[config.mk]
export PLATFORM = sky130hd
export DESIGN_NAME = url_percent_decoder_core
export DESIGN_NICKNAME = d
export VERILOG_FILES = /design/src/hdl/upd_pkg.sv /design/src/hdl/url_percent_decoder_core.sv
export SDC_FILE = /design/constraint.sdc
export NUM_CORES = 1
export LEC_CHECK = 0
export ABC_AREA = 1
export BUFFER_PORTS_ARGS = -buffer_cell sky130_fd_sc_hd__buf_4
export CAP_MARGIN = 40
export CORE_ASPECT_RATIO = 1.75
export CORE_UTILIZATION = 55
export CTS_CLUSTER_SIZE = 14
export DETAILED_ROUTE_END_ITERATION = 16
export PLACE_DENSITY_LB_ADDON = 0.15
export SLEW_MARGIN = 25
export SYNTH_ARGS = -nofsm -noshare
export SYNTH_HDL_FRONTEND = slang
export SYNTH_SLANG_ARGS = --single-unit
[constraint.sdc]
create_clock -name clk -period 9.2 [get_ports clk]
set_clock_uncertainty 0.1 [all_clocks]
set_input_delay 0.46 -clock clk [delete_from_list [all_inputs] [get_ports clk]]
set_output_delay 0.46 -clock clk [all_outputs]
set_load 0.03 [all_outputs]
[src/hdl/upd_pkg.sv]
// ----------------------------------------------------------------------------
// upd_pkg: shared types and constants for the URL percent decoder
// Character codes, escape phase codes, the result record and hex digit lookup.
// ----------------------------------------------------------------------------
package upd_pkg;

    localparam logic [7:0] CH_PLUS    = 8'h2B;
    localparam logic [7:0] CH_PERCENT = 8'h25;
    localparam logic [7:0] CH_SPACE   = 8'h20;

    // Digit value with bit 4 set marks a byte that is not a hex digit
    localparam logic [4:0] NON_NUM = 5'h10;

    // Escape phase codes
    localparam logic [1:0] PH_IDLE  = 2'd0;
    localparam logic [1:0] PH_PCT   = 2'd1;
    localparam logic [1:0] PH_DIGIT = 2'd2;

    typedef struct packed {
        logic [7:0]  data;
        logic        has_byte;
        logic        last;
        logic [15:0] count;
    } result_t;

    function automatic logic [4:0] hex_value(input logic [7:0] c);
        logic [4:0] v;
        v = NON_NUM;
        if (c >= 8'h30 && c <= 8'h39)
        begin
            v = 5'(c - 8'h30);
        end
        else if (c >= 8'h61 && c <= 8'h66)
        begin
            v = 5'(c - 8'h61 + 8'd10);
        end
        else if (c >= 8'h41 && c <= 8'h46)
        begin
            v = 5'(c - 8'h41 + 8'd10);
        end
        return v;
    endfunction

    function automatic logic [7:0] plain_decode(input logic [7:0] c);
        return (c == CH_PLUS) ? CH_SPACE : c;
    endfunction

endpackage

[src/hdl/url_percent_decoder_core.sv]
// ----------------------------------------------------------------------------
// url_percent_decoder_core: form-urlencoded percent decoder
// Decodes one source byte per transfer: '+' to space, '%hh' to one byte,
// with a per-string output limit and a final result carrying the length.
// ----------------------------------------------------------------------------
//
//  Channel   Handshake              Payload
//  --------  ---------------------  ---------------------------------------
//  input     in_valid / in_ready    in_byte, in_last
//  output    out_valid / out_ready  out_byte, has_byte, out_last, out_count
//  config    cfg_we                 cfg_data (out_limit)
//
//  One input transfer per cycle while in_ready is high; each result is
//  registered in the result register, or in the skid register while one
//  is stalled. The escape state and counter update on the transfer itself.
//  A two-entry output buffer (result register plus skid register) lets a
//  new byte enter while a result is stalled; in_ready drops only when both
//  entries are full. Reset clears the escape state, the count, the buffer
//  valid bits and sets the limit to 65535.
//
module url_percent_decoder_core #(
    parameter int COUNT_BITS = 16
) (
    input  logic        clk,
    input  logic        rst_n,

    input  logic        cfg_we,
    input  logic [15:0] cfg_data,

    input  logic        in_valid,
    output logic        in_ready,
    input  logic [7:0]  in_byte,
    input  logic        in_last,

    output logic        out_valid,
    input  logic        out_ready,
    output logic [7:0]  out_byte,
    output logic        has_byte,
    output logic        out_last,
    output logic [15:0] out_count
);
    import upd_pkg::*;

    // Compare width covers both the counter and the 16-bit limit
    localparam int CMP_W = (COUNT_BITS > 16) ? COUNT_BITS : 16;

    logic [15:0]           limit_reg;
    logic [1:0]            phase_reg, phase_next;
    logic [4:0]            nibble_reg, nibble_next;
    logic [COUNT_BITS-1:0] count_reg, count_next;

    result_t out_reg, skid_reg, res;
    logic    out_valid_reg, skid_valid_reg;

    logic in_fire, out_fire, produce;
    logic room, emit;
    logic [7:0] dec_byte;
    logic [4:0] lo_val;
    logic [COUNT_BITS-1:0] count_inc;
    logic [CMP_W-1:0] count_ext;

    assign in_ready = !skid_valid_reg;
    assign in_fire  = in_valid && in_ready;
    assign out_fire = out_valid_reg && out_ready;

    assign count_ext = CMP_W'(count_reg);
    // Stop once the count meets the limit or the counter saturates
    assign room = (count_ext < CMP_W'(limit_reg)) && (count_reg != '1);
    assign lo_val = hex_value(in_byte);

    // Decode one byte against the escape state
    always_comb
    begin
        emit        = 1'b0;
        dec_byte    = 8'h00;
        phase_next  = phase_reg;
        nibble_next = nibble_reg;
        if (room)
        begin
            case (phase_reg)
                PH_PCT:
                begin
                    if (in_last)
                    begin
                        // '%' second to last: drop it, decode this byte unless '%'
                        phase_next = PH_IDLE;
                        if (in_byte != CH_PERCENT)
                        begin
                            emit     = 1'b1;
                            dec_byte = plain_decode(in_byte);
                        end
                    end
                    else
                    begin
                        nibble_next = lo_val;
                        phase_next  = PH_DIGIT;
                    end
                end
                PH_DIGIT:
                begin
                    if (nibble_reg != NON_NUM && lo_val != NON_NUM)
                    begin
                        emit     = 1'b1;
                        dec_byte = {nibble_reg[3:0], lo_val[3:0]};
                    end
                    phase_next  = PH_IDLE;
                    nibble_next = 5'd0;
                end
                default:
                begin
                    phase_next = PH_IDLE;
                    if (in_byte == CH_PERCENT)
                    begin
                        if (!in_last)
                        begin
                            phase_next = PH_PCT;
                        end
                    end
                    else
                    begin
                        emit     = 1'b1;
                        dec_byte = plain_decode(in_byte);
                    end
                end
            endcase
        end
    end

    assign count_inc = emit ? (count_reg + COUNT_BITS'(1)) : count_reg;
    assign count_next = in_last ? '0 : count_inc;

    always_comb
    begin
        res.data     = dec_byte;
        res.has_byte = emit;
        res.last     = in_last;
        res.count    = 16'(CMP_W'(count_inc));
    end

    assign produce = in_fire && (emit || in_last);

    // Configuration and escape state
    always_ff @(posedge clk or negedge rst_n)
    begin
        if (!rst_n)
        begin
            limit_reg  <= 16'hFFFF;
            phase_reg  <= PH_IDLE;
            nibble_reg <= 5'd0;
            count_reg  <= '0;
        end
        else
        begin
            if (cfg_we)
            begin
                limit_reg <= cfg_data;
            end
            if (in_fire)
            begin
                // End of string returns the escape state to idle
                phase_reg  <= in_last ? PH_IDLE : phase_next;
                nibble_reg <= in_last ? 5'd0 : nibble_next;
                count_reg  <= count_next;
            end
        end
    end

    // Output buffer control: result register first, skid behind it
    always_ff @(posedge clk or negedge rst_n)
    begin
        if (!rst_n)
        begin
            out_valid_reg  <= 1'b0;
            skid_valid_reg <= 1'b0;
        end
        else if (!out_valid_reg || out_fire)
        begin
            if (skid_valid_reg)
            begin
                out_valid_reg  <= 1'b1;
                skid_valid_reg <= 1'b0;
            end
            else
            begin
                out_valid_reg <= produce;
            end
        end
        else if (produce)
        begin
            skid_valid_reg <= 1'b1;
        end
    end

    // Output buffer payload
    always_ff @(posedge clk)
    begin
        if (!out_valid_reg || out_fire)
        begin
            out_reg <= skid_valid_reg ? skid_reg : res;
        end
        else if (produce)
        begin
            skid_reg <= res;
        end
    end

    assign out_valid = out_valid_reg;
    assign out_byte  = out_reg.data;
    assign has_byte  = out_reg.has_byte;
    assign out_last  = out_reg.last;
    assign out_count = out_reg.count;

    // The skid entry only fills behind a held result
    a_skid_behind_out: assert property (@(posedge clk) disable iff (!rst_n)
        skid_valid_reg |-> out_valid_reg)
        else $error("skid entry valid without a result ahead of it");

    // A string end leaves the decoder idle with a cleared count
    a_last_clears: assert property (@(posedge clk) disable iff (!rst_n)
        (in_fire && in_last) |=> (count_reg == '0 && phase_reg == PH_IDLE
                                  && nibble_reg == 5'd0))
        else $error("state not cleared after the last byte");

    // A result without a byte only ever closes a string
    a_empty_is_last: assert property (@(posedge clk) disable iff (!rst_n)
        (out_valid_reg && !out_reg.has_byte) |-> (out_reg.last && out_reg.data == 8'h00))
        else $error("empty result that does not end a string");

    // A transfer that yields nothing must not disturb the output buffer
    a_quiet_hold: assert property (@(posedge clk) disable iff (!rst_n)
        (in_fire && !produce && out_valid_reg && !out_ready) |=>
            (out_valid_reg && !skid_valid_reg))
        else $error("buffer changed on a transfer without a result");

endmodule

==> summary.md, run 1 <==
After synthesis, the mean cell area works out to 8.730 sq um. Ranked by instance count, the synthesized netlist is headed by sky130_fd_sc_hd__nand2_1 (223), sky130_fd_sc_hd__edfxtp_1 (52), sky130_fd_sc_hd__inv_1 (46). Summed over all layers, the routed wires come to 10.28 mm. The core region is 8671 sq um.

The proportion of layout cells with a drive suffix above 1 is 0.1850, and the number of buffers created by CTS is 9. In this run the cell area measured after placement is 5459 sq um. The post-route clock period utilization came out at 0.3449. The most used flip-flop cell after synthesis was sky130_fd_sc_hd__edfxtp_1. The share of the core filled with cells in the final layout was 0.6633; the worst hold slack was -0.003809 ns. The number of distinct library cell variants in the gate-level netlist after synthesis was 37.

The run finished, with violations left. The synthesized design spends more area on one cell type than any other, namely sky130_fd_sc_hd__edfxtp_1. Data on the critical path is required at its endpoint by 9.11 ns.

The number of vias after detailed routing is 3947. Initial antenna violation count: 0. The tools report the maximum ir drop on the vdd rail as 0.0001435 V. In this run the deepest clock path goes through 2 buffers.

The tools report the cell row count as 45. The relative max-transition margin was 0.4889; the area occupied by multi-input gates was 2071 sq um. Setup violations remaining at the end of the flow were counted as 0. The tools report the I/O pin count as 58. The minimum clock period after layout was 3.173 ns. During placement, the flow inserted port buffers numbering 57. The floorplan die width came out at 73.59 microns. The clock tree synthesis step divided the H-tree into 3 levels. After clock tree synthesis, the setup repair step added 0 buffers. The run gives 5752 sq um as the design area. The final reports fail on hold timing.

In the final timing run, aggregate negative setup slack is 0 ns. Yosys attributes the largest share of cell area to sky130_fd_sc_hd__edfxtp_1 (32%), sky130_fd_sc_hd__nand2_1 (17%), sky130_fd_sc_hd__dfrtp_1 (13%). STA classifies the critical path endpoint as a register. In this run, synthesis produced a sequential element count of 93. After technology mapping, the gate count stands at 565.

The tools report the clock root buffer master as sky130_fd_sc_hd__clkbuf_16. For the count of final max-slew check failures, the log shows 0. The run gives 2608 sq um as the register area. For the pin with the worst max-slew slack, the measured transition is 0.7641 ns. The fraction of registers with async set or reset after synthesis is 0.4409, and the portion of the post-synthesis area used by sequential elements is 0.5287. The remaining design rule violation count was 0; the worst reg2reg path depth was 11.

The run gives 4932 sq um as the synthesized cell area. The run gives 7 as the count of final hold-check violations. The overall power consumption is 0.001015 W.

Clock-pin slew was measured on the worst setup and hold paths at 0.07 ns. The tools report the aggregate global routing overflow as 0. The run gives 0 as the count of cells resized by post-cts repair. Die height: 127.3 microns. Dividing the detail-routed via count by the number of cells gives 5.305.

The run gives 0 as the reported max-cap violation count. Based on the critical path, the design can be clocked at up to 315.1 MHz. The detail route stage leaves a number of antenna-violating nets equal to 0. The tools report the arrival time at the worst endpoint as 3.09 ns. The most used standard cell by instance count after synthesis was sky130_fd_sc_hd__nand2_1. The total power per unit cell area works out to 176.5 nW/um^2. The flip-flop count of the largest register, all copies and words added was 26; the number of inserted filler cells in the final layout was 737.

For the worst-skew pair, the clock arrives at the later sink with an insertion delay of 0.35 ns. Diode insertion count for antenna repair: 0. The first global-routing pass estimated 17.10 mm of wire. For this run, the detailed router's first-pass iteration total came to 5. During synthesis, Yosys emitted a total of 0 warnings.

Of all nets on the critical path, the largest fanout is 27. The worst hold path belongs to the class in -> async. Cell leakage power: 2.725 nW. TritonCTS built the clock tree. The clock net in this run drives a total of 93 sinks. Number of global-route vias before repair: 3781.

The initial standard-cell utilization of the core was 0.5688; the number of enable-type register cells in the synthesized netlist was 52. The fraction of synthesized cell area taken by the top area cell type came out at 0.3166. The final layout contains 674 nets. The tools report the post-detailed-placement half-perimeter wirelength as 7.405 mm.

The setup path with the least slack is of type reg -> reg. The die covers 9365 sq um. Compared with the post-synthesis result, the final layout area differs by 16.62%.

The count of routing violations after the opening detailed-route iteration is 240. Entering global routing, the biggest net connects 42 pins. For the number of hold buffers added after cts, the log shows 0. The tools report the startpoint kind of the worst setup timing path as a register. The routed wire length per instance is 13.82 microns, and the net count after synthesis is 617.

Setup repair after global routing left no endpoint under its margin. The total routing usage reported by global routing was 0.2437. The congestion estimate from routability-driven global placement came to 0.9486.
## worst paths after layout
| check | from | endpoint | slack [ns] |
|---|---|---|---|
| setup / recovery | limit_reg[7] | skid_reg[2] | 6.03 |
| hold / removal | rst_n | count_ext[0] | -0.004 |
| setup reg to reg | limit_reg[7] | skid_reg[2] | 6.03 |
| hold reg to reg | limit_reg[4] | limit_reg[4] | 0.39 |
| max in group asynchronous | rst_n | limit_reg[7] | 8.63 |
| min in group clk | cfg_data[15] | limit_reg[15] | 0.22 |
## layout by cell type, fill, tap and decap left out, drive strengths merged
master    netlist  layout
o21a            1       1
mux2            1       1
nor3            4       4
nand3b          1       1
nor2           32      32
clkinvlp        0       2
clkinv          0       2
and2            2       2
dfrtp          25      25
a22oi           2       2
xnor2           6       6
xor2            7       7
clkbuf          6       9
o21bai          1       1
o21ai          47      47
o22ai           1       1
edfxtp         52      52
a21oi          16      16
buf             8      60
nand3          22      22
ha             22      22
nor4            3       3
nand4           7       7
nand2         234     234
inv            49      52
dfstp          16      16
## per-layer routing
metal | part of all wire | GRT usage | wire length [microns] | vias to the layer above
met1 | 0.39 | 0.2671 | 4008 | 1836
met4 | 0.031 | 0.1131 | 318 | 0
met3 | 0.039 | 0.05205 | 397 | 25
li1 | - | - | - | 1968
met2 | 0.54 | 0.4360 | 5558 | 118
met5 | 0 | 0 | 0 | -
## power breakdown
part | switching, W | internal [W]
Clock | 0.000171 | 0.000190
Combinational | 0.000105 | 0.0000540
Sequential | 0.0000132 | 0.000483
## cell type report
type | count | share of cell area
clock buffers | 9 | 0.03916
clock inverters | 7 | 0.01175
multi-input cells | 409 | 0.3600
inverters | 49 | 0.03198
well taps | 117 | 0.02545
repair buffers | 60 | 0.07831
flip-flops and latches | 93 | 0.4533
## cell families after synthesis
logic type,share of synthesized area
buffers and inverters,0.05327
AOI/OAI and AO/OA,0.07128
xor gates and xnor gates,0.02308
muxes,0.002283
adders and majority gates,0.05581
and+or+nand+nor,0.2656
DFF,0.5287
## per-stage QoR
stage / setup slack [ns] / hold slack, ns / instances
final: 6.027 / -0.003809 / 744
after CTS: 6.035 / 0.002945 / 744
after detailed placement: 6.073 / 0.3828 / 728
after global placement: 6.139 / 0.3755 / 728
after global routing: 5.833 / 0.02835 / 744
after floorplan: 5.763 / 0.06441 / 565
## worst max-delay path, stage by stage (launching register included)
cell                       delay (ns)
sky130_fd_sc_hd__dfstp_2         0.51
sky130_fd_sc_hd__inv_1           0.05
sky130_fd_sc_hd__ha_1            0.30
sky130_fd_sc_hd__a21oi_1         0.17
sky130_fd_sc_hd__o21a_1          0.16
sky130_fd_sc_hd__nand2_1         0.08
sky130_fd_sc_hd__nand2_1         0.07
sky130_fd_sc_hd__nand3_2         0.48
sky130_fd_sc_hd__o21bai_1        0.32
sky130_fd_sc_hd__nand2_1         0.14
sky130_fd_sc_hd__nor2_2          0.11
sky130_fd_sc_hd__buf_4           0.34
(Power assumes the default switching activity.)
==> run 2: changes to the inputs <==
Clock period 9.2 ns to 3.3 ns, I/O delays scaled along.
==> run 2 against run 1 <==
Against the previous run: the run now ends clean; die area stayed put; count of clock-buffer cells in the layout up 1; core utilization increased by 2.2 points; first-iteration DRC count rose by 2.5%; wire length up 5.7%; sequential power increased to 2.8 times the previous value; sequential cell count did not move; combinational power increased to 2.9 times the previous value; sequential share of layout area is 1.4 points lower; worst setup slack got worse by 5.4 ns; fmax up 18%; power increased to 2.8 times the previous value; largest power group unchanged.
==> summary.md, run 2 (synthesis results as in run 1) <==
The tools report the number of instances in the placed design as 731 (was 728). The tools report the top achievable clock speed as 372.5 MHz (was 315.1 MHz). The run finished with clean final reports. The reg-to-reg endpoint is skid_reg[2] (unchanged). The diode insertion count for antenna repair was 0 (unchanged); the first-pass GRT wire length was 18.00 mm (was 17.10 mm). The run gives 0.2555 (was 0.2437) as the total routing usage reported by global routing.

TritonCTS built the clock tree. The kind of critical path was reg -> reg (unchanged). For the number of buffers created by CTS, the log shows 9 (unchanged). The minimum clock period after layout is 2.685 ns (was 3.173 ns), and the proportion of layout cells with a drive suffix above 1 is 0.1806 (was 0.1850).

For the cell row count, the log shows 45 (unchanged). The deepest level of the CTS H-tree is 3 (unchanged). The logs give 2.68 ns (was 3.09 ns) for the arrival time at the worst endpoint and 695 (was 674) for the number of nets in the layout. The endpoint class of the critical path is a register (unchanged).

The run gives 0 (unchanged) as the remaining design rule violation count. The number of standard cells in the final layout excluding fillers is 765 (was 744), and the number of sinks handled by clock tree synthesis is 93 (unchanged). The launching instance or port of the critical path is limit_reg[3] (was limit_reg[7]). The startpoint kind of the worst setup timing path is a register (unchanged). The initial antenna violation count is 0 (unchanged), and the cell leakage power is 2.815 nW (was 2.725 nW). For the number of inserted filler cells in the final layout, the log shows 748 (was 737). Setup repair after global routing left no endpoint under its margin.

For the number of vias after detailed routing, the log shows 3964 (was 3947). The clock slew at the register clock pins of the worst setup and hold paths came out at 0.06 ns (was 0.07 ns). The worst min-delay path endpoint was limit_reg[14].

Setup-violating endpoint count in the final report: 0 (unchanged). The flip-flop count of the largest register, all copies and words added was 26 (unchanged). The reported max-cap violation count was 0 (unchanged); the global placement routability congestion was 0.8912 (was 0.9486). The run gives 0.6153 ns (was 6.027 ns) as the worst-case setup margin in the final layout. The logs give 0.6340 ns (was 6.073 ns) for the worst-case setup slack after placement and 0 (unchanged) for the number of nets with antenna violations after detailed routing.

Design area: 5941 sq um (was 5752 sq um). The maximum fanout along the worst path was 18 (was 27); the reg2reg setup slack was 0.62 ns (was 6.03 ns). For the relative max-transition margin, the log shows 0.6332 (was 0.4889). The total power per unit cell area is 473.1 nW/um^2 (was 176.5 nW/um^2). For the die outline area, the log shows 9365 sq um (unchanged). The floorplan die width was 73.59 microns (unchanged); the I/O pin count was 58 (unchanged). The clock network latency to the later pin of the worst-skew pair is 0.34 ns (was 0.35 ns), and the worst hold path cell count is 3. For the core footprint, the log shows 8671 sq um (unchanged).

The aggregate global routing overflow came out at 0 (unchanged). Count of routing violations after the opening detailed-route iteration: 246 (was 240). The run gives 0.0003540 V (was 0.0001435 V) as the maximum ir drop on the vdd rail. The worst min-delay path class is in -> reg (was in -> async).

The run gives 3.30 ns (was 9.11 ns) as the critical path required time. The tools report the initial standard-cell utilization of the core as 0.5688 (unchanged). The post-route setup TNS came out at 0 ns (unchanged).

The post-place instance area was 5488 sq um (was 5459 sq um); the worst reg2reg path depth was 12 (was 11). The die height works out to 127.3 microns (unchanged). The post-route clock period utilization is 0.8136 (was 0.3449). Routed wire length per instance: 14.20 microns (was 13.82 microns). The post-synthesis to final-layout area growth was 20.45% (was 16.62%); the via count normalized by instance count was 5.182 (was 5.305).

The count of final hold-check violations is 0 (was 7). The pin count of the biggest net entering global routing came out at 42 (unchanged). In this run the most critical hold path is launched from cfg_we. The commonest non-fill, non-tap cell in the layout is sky130_fd_sc_hd__nand2_1 (unchanged).

The number of hold buffers added after cts came out at 18 (was 0). The post-detailed-placement half-perimeter wirelength came out at 7.868 mm (was 7.405 mm). Slew at the pin closest to its max-slew limit: 0.5501 ns (was 0.7641 ns). The start of the worst register-to-register path is limit_reg[3] (was limit_reg[7]). The number of buffers between clock root and the deepest sink is 2 (unchanged), and the count of final max-slew check failures is 0 (unchanged). Most used cells in the layout excluding fill and tap cells: sky130_fd_sc_hd__nand2_1 (223), sky130_fd_sc_hd__buf_4 (62), sky130_fd_sc_hd__edfxtp_1 (52), sky130_fd_sc_hd__inv_1 (46), sky130_fd_sc_hd__o21ai_0 (38) (was sky130_fd_sc_hd__nand2_1 (223), sky130_fd_sc_hd__buf_4 (60), sky130_fd_sc_hd__edfxtp_1 (52), sky130_fd_sc_hd__inv_1 (46), sky130_fd_sc_hd__o21ai_0 (38)). Post-CTS setup buffer count: 0 (unchanged). The count of buffers from port buffering is 57 (unchanged). The tools report the clock root buffer master as sky130_fd_sc_hd__clkbuf_16 (unchanged). For the aggregate routed wire length, the log shows 10.87 mm (was 10.28 mm). The number of global-route vias before repair came out at 3837 (was 3781).

The count of cells resized by post-cts repair was 0 (unchanged). The run gives 5 (unchanged) as the number of iterations in the first detailed-routing pass.
[run 2: changes by cell type in the layout (fill, tap and decap cells not counted)]
| cell | previous run | this run |
|---|---|---|
| sky130_fd_sc_hd__buf_4 | 60 | 62 |
| sky130_fd_sc_hd__clkbuf_1 | 0 | 1 |
| sky130_fd_sc_hd__clkinv_4 | 0 | 1 |
| sky130_fd_sc_hd__clkinv_1 | 0 | 1 |
| sky130_fd_sc_hd__inv_6 | 1 | 3 |
| sky130_fd_sc_hd__clkinv_8 | 1 | 0 |
| sky130_fd_sc_hd__clkinvlp_4 | 2 | 0 |
| sky130_fd_sc_hd__inv_8 | 2 | 0 |
| sky130_fd_sc_hd__dlygate4sd3_1 | 0 | 18 |
| sky130_fd_sc_hd__nor3_2 | 1 | 2 |
| sky130_fd_sc_hd__nor3_4 | 1 | 0 |
| sky130_fd_sc_hd__buf_12 | 0 | 1 |
[run 2: final cells by class]
| class | instances | area (sq um) | area share |
|---|---|---|---|
| sequential | 93 | 2608 | 0.4389 |
| multi-input combinational | 409 | 2064 | 0.3475 |
| timing repair buffer | 81 | 665.6 | 0.1120 |
| clock buffer | 10 | 229.0 | 0.03854 |
| inverter | 49 | 183.9 | 0.03096 |
| tap | 117 | 146.4 | 0.02464 |
| clock inverter | 6 | 43.79 | 0.007372 |
[run 2: how the worst max path moves through the flow]
stage | to | slack, ns | cells past startpoint
final | skid_reg[2] | 0.62 | 12
after detailed placement | skid_reg[2] | 0.63 | 10
after CTS | skid_reg[2] | 0.62 | 10
after floorplan | skid_reg[0] | 0.29 | 10
after global placement | skid_reg[10] | 0.68 | 10
after global routing | skid_reg[2] | 0.39 | 10
[run 2: stage by stage]
step                      power (W)  hold WS [ns]  utilization
after global routing       0.002933       0.09455       0.6851
after detailed placement   0.001859       0.08514       0.6329
after CTS                  0.002840       0.05883       0.6851
after global placement     0.001845       0.08220       0.6329
final                      0.002811       0.07162       0.6851
after floorplan            0.001684       -0.2306            -
[run 2: report_power, final]
part / internal (W) / switching [W] / leakage (nW)
Clock: 0.000516 / 0.000444 / 0.135
Combinational: 0.000167 / 0.000301 / 1.65
Sequential: 0.00135 / 0.0000343 / 1.03
[run 2: worst max-delay path, cell delays in order, from the launching register on]
cell and delay (ns):
sky130_fd_sc_hd__dfstp_2 0.52, sky130_fd_sc_hd__inv_1 0.05, sky130_fd_sc_hd__ha_1 0.30, sky130_fd_sc_hd__a21oi_1 0.15, sky130_fd_sc_hd__nand2_1 0.09, sky130_fd_sc_hd__nand2_1 0.06
sky130_fd_sc_hd__nand2_1 0.07, sky130_fd_sc_hd__nand2_1 0.07, sky130_fd_sc_hd__nand3_2 0.19, sky130_fd_sc_hd__buf_4 0.29, sky130_fd_sc_hd__nor2_8 0.24, sky130_fd_sc_hd__nand2_1 0.13
sky130_fd_sc_hd__and2_1 0.18
[run 2: layer usage]
metal | vias to the layer above | part of all wire | GRT usage
met5 | - | 0 | 0
met4 | 0 | 0.029 | 0.1278
met3 | 23 | 0.037 | 0.03707
met2 | 112 | 0.56 | 0.4571
met1 | 1835 | 0.38 | 0.2876
li1 | 1994 | - | -
==> run 3: changes to the inputs <==
Settings changed: ABC_AREA 1 to 0.
Clock period 3.3 ns to 2.5 ns, I/O delays scaled along.
==> run 3 against run 2 <==
Against the previous run: fmax decreased by 1.6%; clock power rose by 45%; non-clock buffer count is 78 higher; critical path depth down 2; sequential cell count unchanged; global-route usage is 6.6 points higher; worst setup slack lost 0.84 ns; synthesized cell count shrank 5.8%; largest power group is now combinational cells; register-to-register slack got worse by 0.84 ns; critical path type unchanged; the run now ends with setup timing left; count of clock-buffer cells in the layout is the same.
==> summary.md, run 3 <==
The number of sinks handled by clock tree synthesis came out at 93 (unchanged). The tools report the startpoint kind of the worst setup timing path as a register (unchanged). The tools report the number of cells produced by synthesis as 532 (was 565). Most used flip-flop cell after synthesis: sky130_fd_sc_hd__edfxtp_1 (unchanged). The top achievable clock speed came out at 366.6 MHz (was 372.5 MHz).

The run gives 23.21 mm (was 18.00 mm) as the first-pass GRT wire length. The setup-violating endpoint count in the final report was 76 (was 0); the critical path required time was 2.46 ns (was 3.30 ns). TritonCTS built the clock tree.

Synth cell count leaders: sky130_fd_sc_hd__nand2_1 (69), sky130_fd_sc_hd__edfxtp_1 (52), sky130_fd_sc_hd__inv_1 (35) (was sky130_fd_sc_hd__nand2_1 (223), sky130_fd_sc_hd__edfxtp_1 (52), sky130_fd_sc_hd__inv_1 (46)). For the overall power consumption, the log shows 0.005922 W (was 0.002811 W). The number of vias after detailed routing is 4936 (was 3964). The tools report the net count after synthesis as 584 (was 617). The flow ran to the end, but the final reports show violations. For the worst-case setup slack after placement, the log shows -0.1743 ns (was 0.6340 ns). I/O pin count: 58 (unchanged). The number of enable-type register cells in the synthesized netlist works out to 52 (unchanged). Reg-to-reg endpoint: skid_reg[25] (was skid_reg[2]). The worst reg2reg path depth is 10 (was 12), and the fraction of synthesized cell area taken by the top area cell type is 0.2984 (was 0.3166). The initial standard-cell utilization of the core was 0.5719 (was 0.5688). The fraction of registers with async set or reset after synthesis was 0.4409 (unchanged). The routed wire length per instance is 20.45 microns (was 14.20 microns), and the proportion of layout cells with a drive suffix above 1 is 0.3516 (was 0.1806). The average cell area after synthesis was 9.838 sq um (was 8.730 sq um); the diode insertion count for antenna repair was 0 (unchanged). Setup repair after global routing could not meet its margin everywhere. For the Yosys warning count, the log shows 0 (unchanged). The floorplan die width came out at 75.74 microns (was 73.59 microns). Most used cells in the layout excluding fill and tap cells: sky130_fd_sc_hd__buf_4 (123), sky130_fd_sc_hd__nand2_1 (66), sky130_fd_sc_hd__edfxtp_1 (52), sky130_fd_sc_hd__inv_1 (29), sky130_fd_sc_hd__dfrtp_1 (25) (was sky130_fd_sc_hd__nand2_1 (223), sky130_fd_sc_hd__buf_4 (62), sky130_fd_sc_hd__edfxtp_1 (52), sky130_fd_sc_hd__inv_1 (46), sky130_fd_sc_hd__o21ai_0 (38)). The number of synthesized register bits works out to 93 (unchanged).

Top area cells in the synthesized netlist: sky130_fd_sc_hd__edfxtp_1 (30%), sky130_fd_sc_hd__dfrtp_1 (12%), sky130_fd_sc_hd__dfstp_2 (8.0%) (was sky130_fd_sc_hd__edfxtp_1 (32%), sky130_fd_sc_hd__nand2_1 (17%), sky130_fd_sc_hd__dfrtp_1 (13%)). The minimum clock period after layout is 2.728 ns (was 2.685 ns). Kind of critical path: reg -> reg (unchanged). The global placement routability congestion was 0.9003 (was 0.8912). The core footprint came out at 9151 sq um (was 8671 sq um). The count of final hold-check violations was 0 (unchanged). The launch instance of the worst min-delay path was in_valid (was cfg_we).

The maximum ir drop on the vdd rail is 0.0005514 V (was 0.0003540 V), and the reg2reg setup slack is -0.23 ns (was 0.62 ns). The relative max-transition margin was 0.6318 (was 0.6332); the total power per unit cell area was 813.4 nW/um^2 (was 473.1 nW/um^2). The number of buffers between clock root and the deepest sink is 2 (unchanged), and the count of buffers from port buffering is 57 (unchanged). The logs give 16.24 mm (was 10.87 mm) for the aggregate routed wire length and -9.800 ns (was 0 ns) for the post-route setup TNS.

The post-detailed-placement half-perimeter wirelength was 10.86 mm (was 7.868 mm). The maximum cell stage delay along the critical path works out to 0.54 ns (was 0.52 ns). The endpoint class of the critical path was a register (unchanged). The deepest level of the CTS H-tree is 3 (unchanged), and the worst hold path cell count is 3 (unchanged). The die outline area is 9925 sq um (was 9365 sq um), and the slew at the pin closest to its max-slew limit is 0.5524 ns (was 0.5501 ns). Worst min-delay path endpoint: skid_valid_reg (was limit_reg[14]). The tools report the clock root buffer master as sky130_fd_sc_hd__clkbuf_16 (unchanged). The clock slew at the register clock pins of the worst setup and hold paths came out at 0.07 ns (was 0.06 ns). The total routing usage reported by global routing was 0.3215 (was 0.2555). Biggest area consumer among synthesized cells: sky130_fd_sc_hd__edfxtp_1 (unchanged).

The most used standard cell by instance count after synthesis was sky130_fd_sc_hd__nand2_1 (unchanged). The run gives 4784 (was 3837) as the number of global-route vias before repair. The maximum fanout along the worst path was 8 (was 18). The commonest non-fill, non-tap cell in the layout was sky130_fd_sc_hd__buf_4 (was sky130_fd_sc_hd__nand2_1).

The number of buffers created by CTS was 9 (unchanged); the arrival time at the worst endpoint was 2.69 ns (was 2.68 ns). The number of nets in the layout is 721 (was 695), and the flip-flop count of the largest register, all copies and words added is 26 (unchanged). The library cell appearing most often on the critical path is sky130_fd_sc_hd__buf_6 (was sky130_fd_sc_hd__nand2_1). The reported max-cap violation count is 0 (unchanged), and the clock network latency to the later pin of the worst-skew pair is 0.35 ns (was 0.34 ns). The logs give 46 (was 45) for the cell row count and 487 (was 246) for the count of routing violations after the opening detailed-route iteration. Number of nets with antenna violations after detailed routing: 0 (unchanged).

Crit path cell chain: ha_4, nand4_1, nor3_2, a21oi_2, buf_4, o2111a_2, a21oi_4, nor3_4, buf_6, buf_6 (was inv_1, ha_1, a21oi_1, nand2_1, nand2_1, nand2_1, nand2_1, nand3_2, buf_4, nor2_8, nand2_1, and2_1). For the portion of the post-synthesis area used by sequential elements, the log shows 0.4982 (was 0.5287). The checks that failed: setup timing. The number of inserted filler cells in the final layout is 586 (was 748), and the cell leakage power is 2.990 nW (was 2.815 nW). Count of final max-slew check failures: 0 (unchanged). The worst-case setup margin in the final layout was -0.2275 ns (was 0.6153 ns); the post-route clock period utilization was 1.091 (was 0.8136).

The run gives 5 (unchanged) as the number of iterations in the first detailed-routing pass. Cell at the slowest stage of the critical path: sky130_fd_sc_hd__dfrtp_1 (was sky130_fd_sc_hd__dfstp_2). Via count normalized by instance count: 6.217 (was 5.182). The start of the worst register-to-register path was count_ext[14] (was limit_reg[3]).

The number of distinct library cell variants in the gate-level netlist after synthesis was 63 (was 37). The die height works out to 131.0 microns (was 127.3 microns). The worst min-delay path class was in -> reg (unchanged). Remaining design rule violation count: 0 (unchanged).

The post-synthesis to final-layout area growth works out to 39.11% (was 20.45%). The pin count of the biggest net entering global routing came out at 42 (unchanged). For the aggregate global routing overflow, the log shows 0 (unchanged). The initial antenna violation count came out at 0 (unchanged).

Synthesized cell area: 5234 sq um (was 4932 sq um).
run 3: area by class of cell:
| cell class | instances | area, sq um | area share |
|---|---|---|---|
| Clock buffer | 10 | 229.0 | 0.03145 |
| Inverter | 36 | 135.1 | 0.01856 |
| Clock inverter | 6 | 71.32 | 0.009796 |
| Sequential cell | 93 | 2608 | 0.3581 |
| Timing Repair Buffer | 159 | 1360 | 0.1868 |
| Tap cell | 120 | 150.1 | 0.02062 |
| Multi-Input combinational cell | 370 | 2728 | 0.3746 |
run 3: timing repair:
item	CTS	global route
buffers inserted	0	8
setup endpoints to repair	41	95
resized for setup	16	57
gates cloned	0	3
hold endpoints to repair	41	0
hold buffers	17	0
pin swaps	1	15
run 3: cell families after synthesis:
| logic type | synth area share |
|---|---|
| simple gates | 0.2087 |
| compound gates | 0.1793 |
| flops | 0.4982 |
| buf+inv | 0.05164 |
| fa+ha+maj | 0.05259 |
| mux | 0.006215 |
| xor+xnor | 0.003347 |
run 3: worst max-delay path by stage:
stage	cells after the start	end	startpoint
floorplan	9	skid_reg[0]	limit_reg[4]
global placement	10	count_ext[1]	limit_reg[14]
detailed placement	10	count_ext[0]	limit_reg[14]
CTS	9	out_count[5]	limit_reg[4]
global route	11	skid_reg[25]	limit_reg[14]
finish	10	skid_reg[25]	count_ext[14]
run 3: power by group:
group | leakage (nW) | internal (W) | switching [W]
combinational | 1.84 | 0.00101 | 0.00136
sequential | 1.01 | 0.00200 | 0.000162
clock | 0.145 | 0.000786 | 0.000601
total | 2.99 | 0.00380 | 0.00212
run 3: through the flow:
step	util	cell area (sq um)	std cells	hold slack, ns
2_1_floorplan	-	5350	532	-0.2706
3_3_place_gp	0.6973	6381	751	0.04449
3_5_place_dp	0.6973	6381	751	0.04355
4_1_cts	0.7562	6920	784	0.01442
5_1_grt	0.7956	7281	794	0.04975
6_report	0.7956	7281	794	0.03466
run 3: worst max-delay path: cells and delay by family, from the launching register on:
family / cells / cell delay (ns)
AOI/OAI and AO/OA: 3 / 0.68
DFF: 1 / 0.54
buffers and inverters: 3 / 0.43
and+or+nand+nor: 3 / 0.42
adders and majority gates: 1 / 0.26
run 3: metal layers:
metal  global-route usage  part of all wire  vias up
met1               0.3283              0.35     2369
met3              0.04601             0.043       72
li1                     -                 -     2285
met4               0.2473             0.071        0
met2               0.5669              0.53      210
met5                    0                 0        -
